File: src/design/fup_pkg.sv
// Shared types and codes for the form-urlencoded field parser.
package fup_pkg;

  // Result kinds
  localparam logic [1:0] KIND_VALUE     = 2'd0;
  localparam logic [1:0] KIND_FIELD_END = 2'd1;
  localparam logic [1:0] KIND_DONE      = 2'd2;

  // Escape progress
  localparam logic [1:0] PCT_NONE  = 2'd0;
  localparam logic [1:0] PCT_FIRST = 2'd1;
  localparam logic [1:0] PCT_BOTH  = 2'd2;

  // Register indexes
  localparam logic [2:0] CFG_VALUE_LIMIT = 3'd6;
  localparam logic [7:0] VALUE_LIMIT_RESET = 8'd63;

  // Significant characters
  localparam logic [7:0] CH_PERCENT = 8'h25;
  localparam logic [7:0] CH_PLUS    = 8'h2b;
  localparam logic [7:0] CH_AMP     = 8'h26;
  localparam logic [7:0] CH_EQUAL   = 8'h3d;
  localparam logic [7:0] CH_SPACE   = 8'h20;

  typedef struct packed {
    logic [7:0] data_byte;
    logic       final_byte;
  } fup_in_t;

  typedef struct packed {
    logic [1:0] kind;
    logic [2:0] field_index;
    logic [7:0] value_byte;
    logic [7:0] value_length;
    logic [5:0] parsed_mask;
    logic       last;
  } fup_out_t;

  // Hex nibble of an escape character
  function automatic logic [3:0] nib(input logic [7:0] c);
    logic [3:0] add;
    add = c[6] ? 4'd9 : 4'd0;
    return c[3:0] + add;
  endfunction

endpackage

File: src/design/form_urlencoded_field_parser_unit.sv
// Form-urlencoded field parser: key match, value decode, result queue.
// Throughput: one byte per cycle while each byte gives at most one result and out_stall
// is low; results leave one per cycle unless out_stall is high, from an 8-entry queue,
// and input stalls while more than 4 wait; results are shown from registered entries.
// A byte can cause up to 4 results (escape flush, field end and done on the final byte).
// Reset (rst, synchronous) clears the parse state, the key registers and the queue.
module form_urlencoded_field_parser_unit #(
  parameter int NUM_KEYS  = 6,
  parameter int KEY_CHARS = 8
) (
  input  logic             clk,
  input  logic             rst,
  input  logic             in_valid,
  output logic             in_stall,
  input  fup_pkg::fup_in_t in_data,
  output logic             out_valid,
  input  logic             out_stall,
  output fup_pkg::fup_out_t out_data,
  input  logic             cfg_valid,
  output logic             cfg_ready,
  input  logic [2:0]       cfg_index,
  input  logic [63:0]      cfg_data
);
  import fup_pkg::*;

  localparam int KW  = 8 * KEY_CHARS;
  localparam int KLW = $clog2(KEY_CHARS + 1);
  localparam int QD  = 8;
  localparam int QAW = $clog2(QD);
  localparam int MAX_PUSH = 4;

  // Configuration registers
  logic [KW-1:0]       key_q [NUM_KEYS];
  logic [7:0]          value_limit;

  // Parse state
  logic                in_value;
  logic [1:0]          segment_position;
  logic [KW-1:0]       key_collect;
  logic                key_too_long;
  logic [KLW-1:0]      key_length;
  logic [2:0]          active_field;
  logic                active_valid;
  logic [7:0]          emitted_count;
  logic [1:0]          percent_phase;
  logic [7:0]          percent_first;
  logic [NUM_KEYS-1:0] seen_mask;

  logic                in_value_next;
  logic [1:0]          segment_position_next;
  logic [KW-1:0]       key_collect_next;
  logic                key_too_long_next;
  logic [KLW-1:0]      key_length_next;
  logic [2:0]          active_field_next;
  logic                active_valid_next;
  logic [7:0]          emitted_count_next;
  logic [1:0]          percent_phase_next;
  logic [7:0]          percent_first_next;
  logic [NUM_KEYS-1:0] seen_mask_next;

  // Result queue
  fup_out_t            queue [QD];
  logic [QAW-1:0]      wr_ptr;
  logic [QAW-1:0]      rd_ptr;
  logic [QAW:0]        count;

  fup_out_t            res [MAX_PUSH];
  logic [2:0]          n_push;
  logic                in_acc;
  logic                out_acc;

  assign cfg_ready = 1'b1;
  assign in_stall  = (count > (QAW+1)'(QD - MAX_PUSH));
  assign in_acc    = in_valid && !in_stall;
  assign out_valid = (count != '0);
  assign out_acc   = out_valid && !out_stall;
  assign out_data  = queue[rd_ptr];

  // Write configuration registers
  always_ff @(posedge clk) begin
    if (rst) begin
      for (int i = 0; i < NUM_KEYS; i++) key_q[i] <= '0;
      value_limit <= VALUE_LIMIT_RESET;
    end else if (cfg_valid && cfg_ready) begin
      for (int i = 0; i < NUM_KEYS; i++) begin
        if (cfg_index == 3'(i)) key_q[i] <= cfg_data[KW-1:0];
      end
      if (cfg_index == CFG_VALUE_LIMIT) value_limit <= cfg_data[7:0];
    end
  end

  // Step the parser on one byte and gather its results
  always_comb begin
    logic [7:0] b;
    logic       ended;
    logic       seg_end;
    logic       do_end_key;
    logic       hit;
    logic [2:0] hit_idx;
    logic [7:0] vb;
    logic       vb_en;

    b     = in_data.data_byte;
    ended = 1'b0;
    do_end_key = 1'b0;
    vb    = '0;
    vb_en = 1'b0;
    n_push = '0;
    for (int s = 0; s < MAX_PUSH; s++) res[s] = '0;

    in_value_next         = in_value;
    segment_position_next = segment_position;
    key_collect_next      = key_collect;
    key_too_long_next     = key_too_long;
    key_length_next       = key_length;
    active_field_next     = active_field;
    active_valid_next     = active_valid;
    emitted_count_next    = emitted_count;
    percent_phase_next    = percent_phase;
    percent_first_next    = percent_first;
    seen_mask_next        = seen_mask;

    // Byte within a segment: collect key or decode value
    if (b == CH_AMP && segment_position == 2'd2) begin
      ended = 1'b1;
    end else begin
      if (!in_value) begin
        if (b == CH_EQUAL && segment_position != 2'd0) begin
          do_end_key = 1'b1;
        end else if (key_length < KLW'(KEY_CHARS)) begin
          for (int j = 0; j < KEY_CHARS; j++) begin
            if (key_length == KLW'(j)) key_collect_next[8*j +: 8] = b;
          end
          key_length_next = key_length + KLW'(1);
        end else begin
          key_too_long_next = 1'b1;
        end
      end else begin
        case (percent_phase)
          PCT_NONE: begin
            if (b == CH_PERCENT) begin
              percent_phase_next = PCT_FIRST;
            end else begin
              vb_en = 1'b1;
              vb    = (b == CH_PLUS) ? CH_SPACE : b;
            end
          end
          PCT_FIRST: begin
            percent_first_next = b;
            percent_phase_next = PCT_BOTH;
          end
          default: begin
            vb_en = 1'b1;
            vb    = {nib(percent_first), nib(b)};
            percent_phase_next = PCT_NONE;
          end
        endcase
      end
      segment_position_next = (segment_position == 2'd2) ? 2'd2 :
                              segment_position + 2'd1;
    end

    // Emit the decoded byte within the limit
    if (vb_en && active_valid_next && emitted_count_next < value_limit) begin
      res[n_push[1:0]].kind        = KIND_VALUE;
      res[n_push[1:0]].field_index = active_field_next;
      res[n_push[1:0]].value_byte  = vb;
      n_push             = n_push + 3'd1;
      emitted_count_next = emitted_count_next + 8'd1;
    end

    seg_end = ended || in_data.final_byte;
    if (seg_end && !in_value_next) do_end_key = 1'b1;

    // Match the key; lowest index wins
    hit     = 1'b0;
    hit_idx = '0;
    for (int i = NUM_KEYS - 1; i >= 0; i--) begin
      if (key_q[i] != '0 && key_q[i] == key_collect_next) begin
        hit     = 1'b1;
        hit_idx = 3'(i);
      end
    end

    // Close the key and open a new field on a fresh match
    if (do_end_key) begin
      active_valid_next = 1'b0;
      in_value_next     = 1'b1;
      if (!key_too_long_next && key_length_next != '0 && hit &&
          !seen_mask[hit_idx]) begin
        seen_mask_next[hit_idx] = 1'b1;
        active_valid_next  = 1'b1;
        active_field_next  = hit_idx;
        emitted_count_next = '0;
      end
    end

    // End the segment: flush a cut escape, report the field end
    if (seg_end) begin
      if (percent_phase_next != PCT_NONE && active_valid_next &&
          emitted_count_next < value_limit) begin
        res[n_push[1:0]].kind        = KIND_VALUE;
        res[n_push[1:0]].field_index = active_field_next;
        res[n_push[1:0]].value_byte  = CH_PERCENT;
        n_push             = n_push + 3'd1;
        emitted_count_next = emitted_count_next + 8'd1;
      end
      if (percent_phase_next == PCT_BOTH && active_valid_next &&
          emitted_count_next < value_limit) begin
        res[n_push[1:0]].kind        = KIND_VALUE;
        res[n_push[1:0]].field_index = active_field_next;
        res[n_push[1:0]].value_byte  = (percent_first_next == CH_PLUS) ? CH_SPACE :
                                       percent_first_next;
        n_push             = n_push + 3'd1;
        emitted_count_next = emitted_count_next + 8'd1;
      end
      if (active_valid_next) begin
        res[n_push[1:0]].kind         = KIND_FIELD_END;
        res[n_push[1:0]].field_index  = active_field_next;
        res[n_push[1:0]].value_length = emitted_count_next;
        n_push = n_push + 3'd1;
      end
      in_value_next         = 1'b0;
      segment_position_next = '0;
      key_collect_next      = '0;
      key_too_long_next     = 1'b0;
      key_length_next       = '0;
      active_valid_next     = 1'b0;
      emitted_count_next    = '0;
      percent_phase_next    = PCT_NONE;
      percent_first_next    = '0;
    end

    // Close the request with the parsed mask
    if (in_data.final_byte) begin
      res[n_push[1:0]].kind        = KIND_DONE;
      res[n_push[1:0]].parsed_mask = 6'(seen_mask_next);
      n_push         = n_push + 3'd1;
      seen_mask_next = '0;
    end

    // Mark the last result of this byte
    for (int s = 0; s < MAX_PUSH; s++) begin
      if (n_push == 3'(s + 1)) res[s].last = 1'b1;
    end
  end

  // Advance parse state on each accepted byte
  always_ff @(posedge clk) begin
    if (rst) begin
      in_value         <= 1'b0;
      segment_position <= '0;
      key_collect      <= '0;
      key_too_long     <= 1'b0;
      key_length       <= '0;
      active_field     <= '0;
      active_valid     <= 1'b0;
      emitted_count    <= '0;
      percent_phase    <= PCT_NONE;
      percent_first    <= '0;
      seen_mask        <= '0;
    end else if (in_acc) begin
      in_value         <= in_value_next;
      segment_position <= segment_position_next;
      key_collect      <= key_collect_next;
      key_too_long     <= key_too_long_next;
      key_length       <= key_length_next;
      active_field     <= active_field_next;
      active_valid     <= active_valid_next;
      emitted_count    <= emitted_count_next;
      percent_phase    <= percent_phase_next;
      percent_first    <= percent_first_next;
      seen_mask        <= seen_mask_next;
    end
  end

  // Load the results of a byte into consecutive queue entries
  always_ff @(posedge clk) begin
    for (int e = 0; e < QD; e++) begin
      logic [QAW-1:0] off;
      off = QAW'(e) - wr_ptr;
      if (in_acc && 3'(off) < n_push) queue[e] <= res[off[1:0]];
    end
  end

  // Track queue pointers and fill level
  always_ff @(posedge clk) begin
    if (rst) begin
      wr_ptr <= '0;
      rd_ptr <= '0;
      count  <= '0;
    end else begin
      if (in_acc) wr_ptr <= wr_ptr + QAW'(n_push);
      if (out_acc) rd_ptr <= rd_ptr + QAW'(1);
      count <= count + (in_acc ? (QAW+1)'(n_push) : '0) - (QAW+1)'(out_acc);
    end
  end

endmodule

File: config.mk
export PLATFORM = sky130hd
export DESIGN_NAME = form_urlencoded_field_parser_unit
export DESIGN_NICKNAME = d
export VERILOG_FILES = /design/src/design/fup_pkg.sv /design/src/design/form_urlencoded_field_parser_unit.sv
export SDC_FILE = /design/constraint.sdc
export NUM_CORES = 2
export LEC_CHECK = 0
export ABC_AREA = 1
export BUFFER_PORTS_ARGS = -buffer_cell sky130_fd_sc_hd__buf_2
export CAP_MARGIN = 10
export CORE_ASPECT_RATIO = 2
export CORE_MARGIN = 2
export CORE_UTILIZATION = 45
export CTS_CLUSTER_DIAMETER = 60
export DETAILED_ROUTE_END_ITERATION = 6
export PLACE_DENSITY = 0.69
export REMOVE_ABC_BUFFERS = 1
export SLEW_MARGIN = 40
export SYNTH_ARGS = -nofsm -noshare
export SYNTH_HDL_FRONTEND = slang
export SYNTH_SLANG_ARGS = --single-unit
File: constraint.sdc
create_clock -name clk -period 19.05 [get_ports clk]
set_clock_uncertainty 0.15 [all_clocks]
set_input_delay 1.905 -clock clk [delete_from_list [all_inputs] [get_ports clk]]
set_output_delay 1.905 -clock clk [all_outputs]
set_load 0.01 [all_outputs]
==> results.py <==
metrics = {
    "run_status": {
        "status": "finished clean",
    },
    "clocking": {
        "cts.path.max_buffers": 3,
        "tritoncts": "yes",
        "ctsResizeCount": 0,
        "root_buffer": "clkbuf_16",
        "postCtsSetupRepairBufs": 0,
        "clkLatencyLatePin_ns": 0.71,
        "cts-buffers-inserted": 71,
        "clkSlewWorstSetupHoldPaths_ns": 0.06,
        "ctsHtreeMaxLevel": 3,
        "ctsHoldBuffers": 0,
        "clock_sinks": 729,
    },
    "worst_setup_path": {
        "cp-start-kind": "input port",
        "cpPeakStageDelay_ns": 0.58,
        "arrival_ns": 13.96,
        "cpMaxStageDelayCell": "buf_4",
        "worstReg2RegStart": "segment_position[0]",
        "cp.required_ns": 19.23,
        "end_kind": "register",
        "crit_top_cell": "nand2_1",
        "worstSetupPathType": "input port to register",
        "cp_max_fo": 56,
        "crit_start": "in_data[1]",
    },
    "timing": {
        "setup_tns_ns": 0,
        "fmax_mhz": 72.5,
        "slew_violations": 0,
        "period_needed_ns": 13.78,
        "maxSlewHeadroom": 0.352,
        "fin_hold_ws_ns": 0.291,
        "rsz0062_at_grt": "false",
        "finalHoldViolCount": 0,
        "worst_slew_pin_slew_ns": 0.971,
        "setup_viol": 0,
        "fin_crit_sh": 0.724,
    },
    "route": {
        "detail-route-antenna-nets": 0,
        "dr_total_vias": 37800,
        "drtPass1Iterations": 7,
        "wirelength_um": 197000,
        "drt_iter0_markers": 5068,
        "drc": 0,
        "detail_route.wl_per_cell_um": 31.1,
        "viasPerCell": 5.99,
    },
    "floorplanning": {
        "ios": 112,
        "die_height_um": 430,
        "num_rows": 156,
        "core_area_um2": 90000,
        "die_area_um2": 93100,
        "die_x_um": 217,
        "initial_core_util": 0.453,
    },
    "finish": {
        "drive_gt1_frac": 0.0940,
        "nets": 5226,
        "final_cells": 6320,
        "final_cell_mix": "nand2_1, nor2_1, edfxtp_1",
        "area_growth_pct": 10.1,
        "final_common_cell": "nand2_1",
    },
    "logic_synthesis": {
        "ys_seq_elements": 729,
        "seq_area_frac_synth": 0.507,
        "synth.avg_cell_area_um2": 8.11,
        "ys.flop_type": "edfxtp_1",
        "synth_edf_count": 608,
        "synth-async-reset-ratio": 0,
        "mappedNetlistArea_um2": 40700,
        "ys_warn_count": 0,
        "synthesis.instances": 5027,
        "synth.distinct_cells": 70,
    },
    "placed_design": {
        "io_buffers": 110,
        "place_hpwl_um": 147000,
        "dp.cells": 6183,
        "gp_congestion": 1.10,
    },
    "hold_path": {
        "hold_path.startpoint": "rd_ptr[2]",
        "hold_path.class": "register to register",
    },
    "global_routing": {
        "track_usage": 0.420,
        "grt-ovfl-total": 0,
        "grt_start_max_net_pins": 113,
        "antenna_found_initial": 10,
        "grt_pass1_vias": 36000,
        "grt_first_pass_wirelength_um": 271000,
    },
    "pwr": {
        "ir_drop_mv": 0.117,
        "power_per_cell_area_nw_per_um2": 102,
        "leakage_uw": 0.0183,
    },
    "job": {
        "drv_cap": 0,
    },
}
-- worst paths after layout --
path	slack, ns	cells after the start	endpoint
setup / recovery	5.27	64	queue[7][2]
hold / removal	0.29	1	rd_ptr[2]
setup reg to reg	6.60	64	queue[7][2]
hold reg to reg	0.29	1	rd_ptr[2]
-- cells by family (layout without fill, tap and decap cells) --
group / Yosys count / after routing / share of synthesized area
AO/OA/AOI/OAI: 656 / 656 / 0.0906
adder cells (fa/ha/maj): 73 / 73 / 0.0228
other: 1 / 7 / 0.0000920
AND/OR/NAND/NOR: 2743 / 2743 / 0.285
flip-flops: 729 / 729 / 0.507
XOR/XNOR: 106 / 106 / 0.0232
buffers and inverters: 718 / 820 / 0.0704
multiplexers: 1 / 1 / 0.000246
-- state kept, by name, summed over array words and instances, names as in the netlist, named ones only --
signal / cells
active_field: 3
active_valid: 1
count: 4
emitted_count: 8
in_value: 1
key_collect: 64
key_length: 4
key_q: 384
key_too_long: 1
percent_first: 8
percent_phase: 2
queue: 224
rd_ptr: 3
seen_mask: 6
segment_position: 2
value_limit: 8
wr_ptr: 3
-- metal layers --
layer  track usage  up-vias  wire length (µm)
met4         0.334       10             19400
met1         0.503    18200             71300
met3        0.0702      600             16200
met5             0        -                69
li1              -    16700                 -
met2         0.667     2353             89800
-- synthesized netlist by cell type, types with 14 or more instances --
library cell / n / area (µm²)
nand2_2: 70 / 438
nor2_1: 981 / 3680
a31oi_1: 30 / 188
dfxtp_1: 121 / 2420
edfxtp_1: 608 / 18300
nand3_2: 25 / 250
nand4_1: 98 / 613
xnor2_1: 15 / 131
o22ai_1: 84 / 526
inv_1: 505 / 1900
clkbuf_1: 135 / 507
o21ai_1: 36 / 180
o21ai_0: 299 / 1500
nor4_1: 33 / 206
inv_2: 21 / 78.8
nor3_1: 38 / 190
nand3_1: 230 / 1150
ha_1: 71 / 888
nand2_1: 1212 / 4550
a21oi_1: 134 / 671
buf_1: 14 / 52.6
xor2_1: 89 / 780
buf_6: 15 / 169
-- final cells by class --
type	count	area, µm²
Fill cell	8693	45100
Sequential cell	729	20700
Multi-Input combinational cell	3580	17400
Inverter	531	2000
Clock buffer	92	1930
Tap cell	1185	1480
Timing Repair Buffer	159	976
Clock inverter	38	410
Antenna cell	6	15.0
-- worst max-delay path: cells and delay by family --
kind,cells,cell delay [ns]
AO/OA/AOI/OAI,3,0.70
adder cells (fa/ha/maj),5,1.52
buffers and inverters,10,2.59
AND/OR/NAND/NOR,45,6.82
XOR/XNOR,1,0.28
-- power by group --
group / switching [µW] / total [µW] / internal, µW / leakage (µW)
clock network: 680 / 1490 / 807 / 0.00113
logic: 830 / 1080 / 252 / 0.0104
registers: 104 / 2020 / 1920 / 0.00678
-- stage by stage --
| step | worst slack (ns) | area [µm²] | util | total power, µW |
|---|---|---|---|---|
| after CTS | 5.62 | 44800 | 0.498 | 4570 |
| after global routing | 4.47 | 44900 | 0.499 | 4720 |
| after global placement | 4.78 | 42400 | 0.471 | 3090 |
| final | 5.27 | 44900 | 0.499 | 4590 |
| after floorplan | 5.67 | 39900 | - | 2580 |
| after detailed placement | 4.91 | 42500 | 0.472 | 3110 |
(Power assumes the default switching activity.)
